`src/sv/shelf_atlas_allocator_assert.svh`:
```
// Assertion macros for the shelf atlas allocator.
`ifndef SHELF_ATLAS_ALLOCATOR_ASSERT_SVH
`define SHELF_ATLAS_ALLOCATOR_ASSERT_SVH

// Same-cycle implication, sampled on clk_i, off during reset.
`define SAA_ASSERT_NOW(lbl, ante, cons, msg) \
  lbl: assert property (@(posedge clk_i) disable iff (!rst_ni) (ante) |-> (cons)) \
    else $error(msg);

// Next-cycle implication, sampled on clk_i, off during reset.
`define SAA_ASSERT_NEXT(lbl, ante, cons, msg) \
  lbl: assert property (@(posedge clk_i) disable iff (!rst_ni) (ante) |=> (cons)) \
    else $error(msg);

`endif

```
`src/sv/saa_pkg.sv`:
```
package saa_pkg;

  localparam int unsigned DIM_W           = 15;
  localparam int unsigned MAX_SHELVES_DEF = 64;

  // config register indexes
  localparam int unsigned CFG_IDX_W = 2;
  localparam logic [CFG_IDX_W-1:0] CFG_ATLAS_WIDTH  = 2'd0;
  localparam logic [CFG_IDX_W-1:0] CFG_ATLAS_HEIGHT = 2'd1;

  localparam logic [DIM_W-1:0] ATLAS_DIM_RST = 15'd128;
  localparam logic [DIM_W-1:0] FIRST_TOP     = 15'd3;
  localparam logic [DIM_W-1:0] FAIL_DIM      = 15'd2;

  // x / 10 == (x * 52429) >> 19, exact for x < 2^16
  localparam logic [15:0] TENTH_RECIP = 16'd52429;
  localparam int unsigned TENTH_SHIFT = 19;

  typedef struct packed {
    logic [DIM_W-1:0] glyph_width;
    logic [DIM_W-1:0] glyph_height;
  } req_t;

  typedef struct packed {
    logic [DIM_W-1:0] rect_left;
    logic [DIM_W-1:0] rect_top;
    logic [DIM_W-1:0] rect_width;
    logic [DIM_W-1:0] rect_height;
    logic             no_room;
  } rsp_t;

  typedef struct packed {
    logic [DIM_W-1:0] top;
    logic [DIM_W-1:0] height;
    logic [DIM_W-1:0] fill;
  } shelf_t;

endpackage

```
`src/sv/shelf_atlas_allocator.sv`:
```
// Channel   | Dir | Handshake                  | Payload
// ----------+-----+----------------------------+-----------------------------------
// in        | in  | in_valid_i / in_stall_o    | in_req_i  (glyph width, height)
// out       | out | out_valid_o / out_stall_i  | out_rsp_o (rect, no_room flag)
// cfg       | in  | cfg_valid_i / cfg_ready_o  | cfg_index_i, cfg_data_i
//
// One request at a time. An accepted request scans the shelf table from shelf 0
// upward and is placed on the first shelf that passes the test; one that fits no
// shelf opens a new shelf or fails. The next request is taken only once the result
// has moved into the output register. The scan is paced by the shelf table's single
// read port: one shelf is read and tested per cycle. Reset empties the table at once
// (shelf count zero, next top 3, atlas 128x128); no clearing pass. A finished result
// waits in the output register, and a new request is taken while it waits; the next
// result is held back until that register is free.
`include "shelf_atlas_allocator_assert.svh"

module shelf_atlas_allocator import saa_pkg::*; #(
  parameter int unsigned MAX_SHELVES = MAX_SHELVES_DEF
) (
  input  logic                 clk_i,
  input  logic                 rst_ni,
  input  logic                 in_valid_i,
  output logic                 in_stall_o,
  input  req_t                 in_req_i,
  output logic                 out_valid_o,
  input  logic                 out_stall_i,
  output rsp_t                 out_rsp_o,
  input  logic                 cfg_valid_i,
  output logic                 cfg_ready_o,
  input  logic [CFG_IDX_W-1:0] cfg_index_i,
  input  logic [DIM_W-1:0]     cfg_data_i
);

  localparam int unsigned IW = (MAX_SHELVES > 1) ? $clog2(MAX_SHELVES) : 1;
  localparam int unsigned CW = $clog2(MAX_SHELVES + 1);
  localparam logic [CW-1:0] SHELF_LIMIT = CW'(MAX_SHELVES);

  // sequencer states
  localparam logic [1:0] ST_IDLE = 2'd0;
  localparam logic [1:0] ST_SCAN = 2'd1;
  localparam logic [1:0] ST_NEW  = 2'd2;
  localparam logic [1:0] ST_RESP = 2'd3;

  logic [1:0]       state_q;
  logic [DIM_W-1:0] aw_q, ah_q;
  logic [CW-1:0]    count_q;
  logic [DIM_W-1:0] next_top_q;
  logic [CW-1:0]    issue_q;
  logic             chk_v_q;
  logic [IW-1:0]    chk_idx_q;
  logic             out_valid_q;

  // request payload, held for the whole scan
  logic [DIM_W-1:0] w_q, h_q;
  logic [18:0]      h10_q;
  logic [15:0]      nh_q;
  rsp_t             res_q;
  rsp_t             out_q;

  // shelf table
  shelf_t           mem [MAX_SHELVES];
  shelf_t           rd_q;

  logic in_acc, out_free, resp_load;
  assign in_acc      = in_valid_i && (state_q == ST_IDLE);
  assign out_free    = !out_valid_q || !out_stall_i;
  assign resp_load   = (state_q == ST_RESP) && out_free;
  assign in_stall_o  = (state_q != ST_IDLE);
  assign cfg_ready_o = 1'b1;
  assign out_valid_o = out_valid_q;
  assign out_rsp_o   = out_q;

  // new shelf height h + h/10, by reciprocal multiply
  logic [30:0] tenth_prod;
  logic [11:0] h_div10;
  logic [15:0] nh_d;
  assign tenth_prod = 31'(in_req_i.glyph_height) * 31'(TENTH_RECIP);
  assign h_div10    = tenth_prod[30:TENTH_SHIFT];
  assign nh_d       = 16'(in_req_i.glyph_height) + 16'(h_div10);

  // shelf test on the entry read last cycle: 10h >= 7H, h <= H, fill + w <= width
  logic [18:0] sh7;
  logic [15:0] fill_sum;
  logic        hit;
  assign sh7      = (19'(rd_q.height) << 3) - 19'(rd_q.height);
  assign fill_sum = 16'(rd_q.fill) + 16'(w_q);
  assign hit      = (h10_q >= sh7) && (h_q <= rd_q.height) && (fill_sum <= 16'(aw_q));

  logic [16:0] new_bottom;
  logic        fail;
  assign new_bottom = 17'(next_top_q) + 17'(nh_q);
  assign fail = (new_bottom >= 17'(ah_q)) || (w_q >= aw_q) || (count_q >= SHELF_LIMIT);

  logic scan_hit, more;
  assign scan_hit = (state_q == ST_SCAN) && chk_v_q && hit;
  assign more     = issue_q < count_q;

  // one write port, one registered read port
  logic          mem_we, mem_re;
  logic [IW-1:0] mem_wa;
  shelf_t        mem_wd;
  always_comb begin
    mem_we = 1'b0;
    mem_wa = chk_idx_q;
    mem_wd = rd_q;
    if (scan_hit) begin
      mem_we      = 1'b1;
      mem_wd.fill = fill_sum[DIM_W-1:0];
    end else if ((state_q == ST_NEW) && !fail) begin
      mem_we = 1'b1;
      mem_wa = count_q[IW-1:0];
      mem_wd = '{top: next_top_q, height: nh_q[DIM_W-1:0], fill: w_q};
    end
  end
  assign mem_re = (state_q == ST_SCAN) && more && !(chk_v_q && hit);

  always_ff @(posedge clk_i) begin
    if (mem_we) begin
      mem[mem_wa] <= mem_wd;
    end
    if (mem_re) begin
      rd_q <= mem[issue_q[IW-1:0]];
    end
  end

  // control
  always_ff @(posedge clk_i or negedge rst_ni) begin
    if (!rst_ni) begin
      state_q     <= ST_IDLE;
      aw_q        <= ATLAS_DIM_RST;
      ah_q        <= ATLAS_DIM_RST;
      count_q     <= '0;
      next_top_q  <= FIRST_TOP;
      issue_q     <= '0;
      chk_v_q     <= 1'b0;
      chk_idx_q   <= '0;
      out_valid_q <= 1'b0;
    end else begin
      if (cfg_valid_i && cfg_ready_o) begin
        case (cfg_index_i)
          CFG_ATLAS_WIDTH:  aw_q <= cfg_data_i;
          CFG_ATLAS_HEIGHT: ah_q <= cfg_data_i;
          default: ;
        endcase
      end

      case (state_q)
        ST_IDLE: begin
          if (in_acc) begin
            issue_q <= '0;
            chk_v_q <= 1'b0;
            state_q <= ST_SCAN;
          end
        end
        ST_SCAN: begin
          if (chk_v_q && hit) begin
            chk_v_q <= 1'b0;
            state_q <= ST_RESP;
          end else if (more) begin
            chk_v_q   <= 1'b1;
            chk_idx_q <= issue_q[IW-1:0];
            issue_q   <= issue_q + 1'b1;
          end else if (chk_v_q) begin
            chk_v_q <= 1'b0;   // drain last tested entry
          end else begin
            state_q <= ST_NEW;
          end
        end
        ST_NEW: begin
          if (!fail) begin
            count_q    <= count_q + 1'b1;
            next_top_q <= new_bottom[DIM_W-1:0];
          end
          state_q <= ST_RESP;
        end
        ST_RESP: begin
          if (out_free) begin
            state_q <= ST_IDLE;
          end
        end
        default: state_q <= ST_IDLE;
      endcase

      if (resp_load) begin
        out_valid_q <= 1'b1;
      end else if (!out_stall_i) begin
        out_valid_q <= 1'b0;
      end
    end
  end

  // datapath payload
  always_ff @(posedge clk_i) begin
    if (in_acc) begin
      w_q   <= in_req_i.glyph_width;
      h_q   <= in_req_i.glyph_height;
      h10_q <= (19'(in_req_i.glyph_height) << 3) + (19'(in_req_i.glyph_height) << 1);
      nh_q  <= nh_d;
    end
    if (scan_hit) begin
      res_q <= '{rect_left: rd_q.fill, rect_top: rd_q.top,
                 rect_width: w_q, rect_height: h_q, no_room: 1'b0};
    end else if (state_q == ST_NEW) begin
      if (fail) begin
        res_q <= '{rect_left: '0, rect_top: '0,
                   rect_width: FAIL_DIM, rect_height: FAIL_DIM, no_room: 1'b1};
      end else begin
        res_q <= '{rect_left: '0, rect_top: next_top_q,
                   rect_width: w_q, rect_height: h_q, no_room: 1'b0};
      end
    end
    if (resp_load) begin
      out_q <= res_q;
    end
  end

  // checks
  `SAA_ASSERT_NEXT(a_accept_starts_scan, in_acc, (state_q == ST_SCAN) && (issue_q == '0) && !chk_v_q, "accepted request did not start a scan from shelf 0")
  `SAA_ASSERT_NEXT(a_new_shelf_count, (state_q == ST_NEW) && !fail, count_q == $past(count_q) + 1'b1, "opened shelf not counted")
  `SAA_ASSERT_NOW(a_result_from_resp, $rose(out_valid_q), $past(state_q) == ST_RESP, "result raised outside the response step")
  `SAA_ASSERT_NOW(a_count_limit, 1'b1, count_q <= SHELF_LIMIT, "shelf count beyond table size")

endmodule
```
`config.mk`:
```
export PLATFORM = sky130hd
export DESIGN_NAME = shelf_atlas_allocator
export DESIGN_NICKNAME = d
export VERILOG_FILES = /design/src/sv/saa_pkg.sv /design/src/sv/shelf_atlas_allocator.sv
export VERILOG_INCLUDE_DIRS = /design/src /design/src/sv
export SDC_FILE = /design/constraint.sdc
export NUM_CORES = 2
export LEC_CHECK = 0
export BUFFER_PORTS_ARGS = -buffer_cell sky130_fd_sc_hd__buf_4
export CAP_MARGIN = 10
export CORE_UTILIZATION = 40
export DETAILED_ROUTE_END_ITERATION = 10
export HOLD_SLACK_MARGIN = 0.05
export PLACE_DENSITY_LB_ADDON = 0.1
export SLEW_MARGIN = 5
export SYNTH_ARGS = -nofsm -noshare
export SYNTH_HDL_FRONTEND = slang
export SYNTH_SLANG_ARGS = --single-unit
```
`constraint.sdc`:
```
create_clock -name clk_i -period 12.5 [get_ports clk_i]
set_input_delay 1.25 -clock clk_i [delete_from_list [all_inputs] [get_ports clk_i]]
set_output_delay 1.25 -clock clk_i [all_outputs]
set_load 0.02 [all_outputs]
```
## After elaboration in Yosys (flattened, before gate mapping)

Memories as Yosys holds them, arrays and structs flattened. A register that Yosys moved wholly into a read port is not among the register bits.
Index checks and enable logic that the tools add are counted.

- Memories: 1
- Output and inout bits: 64
- Word-level logic and storage cells: 109
- Flip-flop bits (word level): 256
- Input bits: 52
- RAM bits: 2,880

Memory list:

| memory | depth | width | read ports | clocked after memory_dff | write ports | RTL line | text |
|---|---|---|---|---|---|---|---|
| mem | 64 | 45 | 1 | 1 | 1 | shelf_atlas_allocator.sv:61 | `shelf_t mem [MAX_SHELVES];` |

- $add $sub $neg: 7
- Reduce and logical (&&, ||, !) cells: 29
- Multipliers: 1
- $lt $le $gt $ge: 7
- Bitwise gates (word level): 2
- Mux-type cells: 28
- Equality and inequality tests: 11

Operators with widths:

| kind | count |
|---|---|
| $mux 61 | 2 |
| $mux 46 | 1 |
| $mux 45 | 1 |
| $mul 15x16->31 const B | 1 |
| $mux 30 | 1 |
| $mux 7 | 3 |
| $add 18x16->19 | 1 |
| $ge 19x19->1 | 1 |
| $sub 18x15->19 | 1 |
| $add 15x16->17 | 1 |
| $ge 17x15->1 | 1 |
| $add 15x12->16 | 1 |
| $add 15x15->16 | 1 |
| $le 16x15->1 | 1 |
| $ge 15x15->1 | 1 |
| $le 15x15->1 | 1 |
| $mux 15 | 1 |
| $add 7x1->7 const B | 2 |
| $pmux 7 s2 | 1 |
| $mux 6 | 2 |
| $logic_and 1x1->1 | 10 |
| $mux 2 | 5 |
| $mux 1 | 9 |
| $ne 2x2->1 const B | 4 |
| 16 further kinds | 32 |

## Logic depth before layout (Yosys ltp)

- Word-level depth: 10
- Mapped depth: 32
- Mapped depth without buffers: 32

## Worst setup path before layout

No wires, ideal clock.

- Kind: flip-flop to flip-flop
- From: reg nh_q[0]
- To: mem mem[37][0] (netlist bit) (enable)
- Path buffers: 1
- Required time: 11.984 ns
- Setup time: 0.516 ns
- Period minus slack after synthesis: 8.271 ns
- Slack: 4.229 ns
- Cell stages (with the launch flop): 22
- Data arrival time: 7.754 ns
- Cell sequence: edfxtp_1 ha_1 fa_1 a211oi_1 nor2_1 o221a_1 a31o_2 nor3_1 o31ai_1 a21oi_1 xnor2_1 ha_1 a222oi_1 nand2_1 nor3_1 o221ai_1 a31oi_1 nand3_1 nor3_4 buf_6 mux2i_1 a21boi_0

- Cells in the longest elaborated chain, start to end: 10
- Elaborated cells between the ends (all ways): 12
- Classes of those cells: add/sub: 1; order compare: 1; mux: 6; reduce/logical: 4

RTL lines:

| element | RTL line | text |
|---|---|---|
| start: declaration | shelf_atlas_allocator.sv:56 | `logic [15:0] nh_q;` |
| start signal: assignment | shelf_atlas_allocator.sv:198 | `nh_q <= nh_d;` |
| $add 15x16->17 (*) | shelf_atlas_allocator.sv:91 | `assign new_bottom = 17'(next_top_q) + 17'(nh_q);` |
| via new_bottom[14] | shelf_atlas_allocator.sv:89 | `logic [16:0] new_bottom;` |
| $ge 17x15->1 (*) | shelf_atlas_allocator.sv:92 | `assign fail = (new_bottom >= 17'(ah_q)) \|\| (w_q >= aw_q) \|\| (count_q >= SHELF_LIMIT);` |
| $logic_or 1x1->1 (*) (2 in series) | shelf_atlas_allocator.sv:92 |  |
| $logic_not 1->1 (*) | -- |  |
| $logic_and 1x1->1 (*) | shelf_atlas_allocator.sv:109 | `end else if ((state_q == ST_NEW) && !fail) begin` |
| $mux 1 | shelf_atlas_allocator.sv:109 |  |
| $mux 1 | shelf_atlas_allocator.sv:106 | `if (scan_hit) begin` |
| $mux 1 | shelf_atlas_allocator.sv:118 | `if (mem_we) begin` |
| $mux 1 (not written as such) | shelf_atlas_allocator.sv:119 | `mem[mem_wa] <= mem_wd;` |
| end: declaration | shelf_atlas_allocator.sv:61 |  |

The timed path passes the listed nets; every way through them passes the cells marked *.

## Final worst setup path

- From: reg nh_q[0]
- To: mem mem[22][44] (netlist bit) (enable)

Same word-level chain as after synthesis.

==> out/results.tsv <==
metric	value	unit
status	completed	
first-pass GRT wire length	518	mm
CP delay by family, top	simple AND/OR/NAND/NOR gates	
#FFs+latches synth	3178	
effective utilization at floorplan	40.3	%
Async S/R FF share, synth	2.17	%
Worst Hold Margin	0.411	ns
die area	324000	µm²
largest net degree at the start of global routing	132	
Sw Pwr	10.2	mW
vias in the first global route	63600	
Total GRT Usage	23.0	%
Crit Path Max Fanout	28	
Req. time, crit path	12.99	ns
via count	62800	
Distinct cells, synth	74	
critical path launch point type	flop	
WP buf/inv	2	
Final Hold Viols	0	
cts hold-fix bufs	0	
Pint	22.8	mW
crit path DAT	8.71	ns
Worst path max stage delay	0.95	ns
number of synthesized flops with an enable pin	3108	
post-DP HPWL	210	mm
Leakage	46.3	nW
H-tree depth	5	
post-synthesis sequential area ratio	73.9	%
share of cells above drive strength 1	29.2	%
Yosys top cell area share	72.6	%
number of buffers created by CTS	342	
IO Count	116	
worst setup margin	4.28	ns
Hold Crit Class	flop to flop	
Num Clock Sinks	3178	
Die X-Extent	569	µm
first-iteration detailed-routing DRC count	7156	
area delta synth->final	14.3	%
clock transition at the registers of the reported paths	0.06	ns
area leader, netlist	edfxtp_1	
GRT Residual Overflow	0	
sw frac	30.8	%
cell count after synthesis	5859	
most frequent cell after synthesis	edfxtp_1	
Peak Freq	0.122	GHz
Fill cells	26400	
# placed instances	10200	
cell area power density	224	nW/µm²
Slew Viols, Final	0	
nets	6644	
Final ANT Viol Nets	0	
Routed WL	372	mm
Synth Flop Type	edfxtp_1	
Gates resized, CTS repair	0	
Sequential Power Share	42.5	%
count of final setup violators	0	
Post-CTS Setup Bufs	0	
Via-to-Cell Ratio	5.80	
Setup Skew	0.0721	ns
worst vdd ir	0.165	mV
crit end category	flop	
drc violations	0	
combinational power share	27.7	%
Worst path slowest cell	nor3_4	
Final Critical Period	8.22	ns
Placer Congestion	0.802	
total power	33.0	mW
final setup TNS	0	ns
CTS max path bufs	4	
RSZ-0062 raised after global routing	false	
critical path class	flop to flop	
Initial DRT Pass Iterations	5	
die height	569	µm
pre-CTS setup slack	3.77	ns
Max Cap Viol	0	
IO Port Bufs	114	
Post-Layout Cell Count	10800	
row count	207	
synth top area cells	edfxtp_1 (73%), mux4_2 (17%), ha_1 (2.6%)	
Max-Slew Margin vs Limit	15.8	%
Avg Cell Area, Syn	22.0	µm²
Core Box Area	319000	µm²
worst-margin pin slew	1.24	ns
clock power share	29.8	%
wire length per cell	34.4	µm
antenna violations before repair	27	
fin crit share	65.8	%
Clk Latency, worst-skew pair	0.93	ns
Yosys warning total	0	
Net Count, Synth	6244	
TritonCTS clock tree	built	
Root Driver	clkbuf_16	
Post-synth top cells	edfxtp_1 (3,108), mux4_2 (945), ha_1 (271)	
Cell Area, Synth	129000	µm²
CP cell instances	ha_1, fa_1, a211oi_1, nor2_1, o221a_1, a31o_2, nor3_1, o31ai_1, a21oi_1, xnor2_1, ha_1, a222oi_1, nand2_1, nor3_1, o221ai_1, a31oi_1, nand3_1, nor3_4, mux2i_2, nor2_4, buf_4, buf_4	
-- area by class of cell --
| class | instances | area [µm²] | share of cell area [%] |
|---|---|---|---|
| sequential | 3178 | 95100 | 64.7 |
| multi-input combinational | 2227 | 32700 | 22.2 |
| clock buffer | 423 | 9090 | 6.18 |
| tap | 4284 | 5360 | 3.64 |
| timing repair buffer | 308 | 2410 | 1.64 |
| clock inverter | 197 | 1660 | 1.13 |
| inverter | 202 | 759 | 0.516 |
| antenna | 4 | 10.0 | 0.00681 |
-- metrics by stage --
stage               util, %  instance area, µm²
finish                 46.1              147000
global route           46.1              147000
CTS                    46.1              147000
detailed placement     42.8              136000
global placement       42.8              136000
floorplan                 -              129000
-- placed cells by master, fill, tap and decap left out, types with 24 or more instances in the layout --
cell type     n
clkbuf_16   352
and2_1       43
ha_1        271
dfrtp_1      59
clkinv_2     56
inv_1       201
nand3_1      32
mux2_2       54
xnor2_1      57
clkinv_1     88
nor3_1       35
nor2_1       77
fa_1         62
clkbuf_1     69
nand2_1     110
edfxtp_1   3108
xor2_1       24
mux4_2      945
a21oi_1      83
buf_4       300
o21ai_4      28
nor2_4       58
o21ai_0      78
-- power by group through the flow --
stage               combinational [mW]  clock, mW  sequential [mW]
floorplan                         5.97          0             14.3
global placement                  9.14          0             14.2
detailed placement                9.23          0             14.2
CTS                               9.27       10.0             14.0
global route                      9.95       10.4             14.1
finish                            9.14       9.82             14.0
-- registers in the layout (all words and copies together) (netlist names), 7 cells and up --
register,flops
h10_q,16
mem,2880
nh_q,16
next_top_q,15
w_q,15
issue_q,7
h_q,15
count_q,7
rd_q,45
out_rsp_o,61
aw_q,15
res_q,61
ah_q,15
-- final timing paths --
path	from	to	slack, ns	cells after the start
setup reg to reg	nh_q[0]	mem[22][44]	4.28	22
hold reg to reg	res_q[36]	out_rsp_o[36]	0.41	0
min in group asynchronous	rst_ni	out_valid_o	0.47	1
setup / recovery	nh_q[0]	mem[22][44]	4.28	22
hold / removal	res_q[36]	out_rsp_o[36]	0.41	0
max in group asynchronous	rst_ni	issue_q[4]	11.21	1
-- worst register-to-register path, delay by kind of cell (launching register included) --
| family | cells | cell delay (ns) |
|---|---|---|
| simple gates | 7 | 2.48 |
| compound gates | 8 | 1.78 |
| buf+inv | 2 | 1.32 |
| fa+ha+maj | 3 | 1.01 |
| flops | 1 | 0.50 |
| mux | 1 | 0.47 |
| xor+xnor | 1 | 0.17 |
-- cell families (layout without fill, tap and decap cells) --
logic type / Yosys count / in the layout / synth area share [%]
flip-flops: 3178 / 3178 / 73.9
other: 1 / 5 / 0.00292
adder cells (fa/ha/maj): 333 / 333 / 3.60
buffers and inverters: 454 / 1130 / 1.35
XOR/XNOR: 81 / 81 / 0.551
AND/OR/NAND/NOR: 458 / 458 / 1.72
multiplexers: 1021 / 1021 / 17.2
AO/OA/AOI/OAI: 333 / 333 / 1.65
-- metal layers --
layer	vias to the layer above	global-route usage [%]	wire length [µm]
met4	4	3.97	6160
li1	25300	-	-
met3	391	3.61	24500
met1	34800	34.2	166000
met2	2207	36.3	176000
met5	-	0	26
No activity file was read; power rests on OpenSTA's default activity.
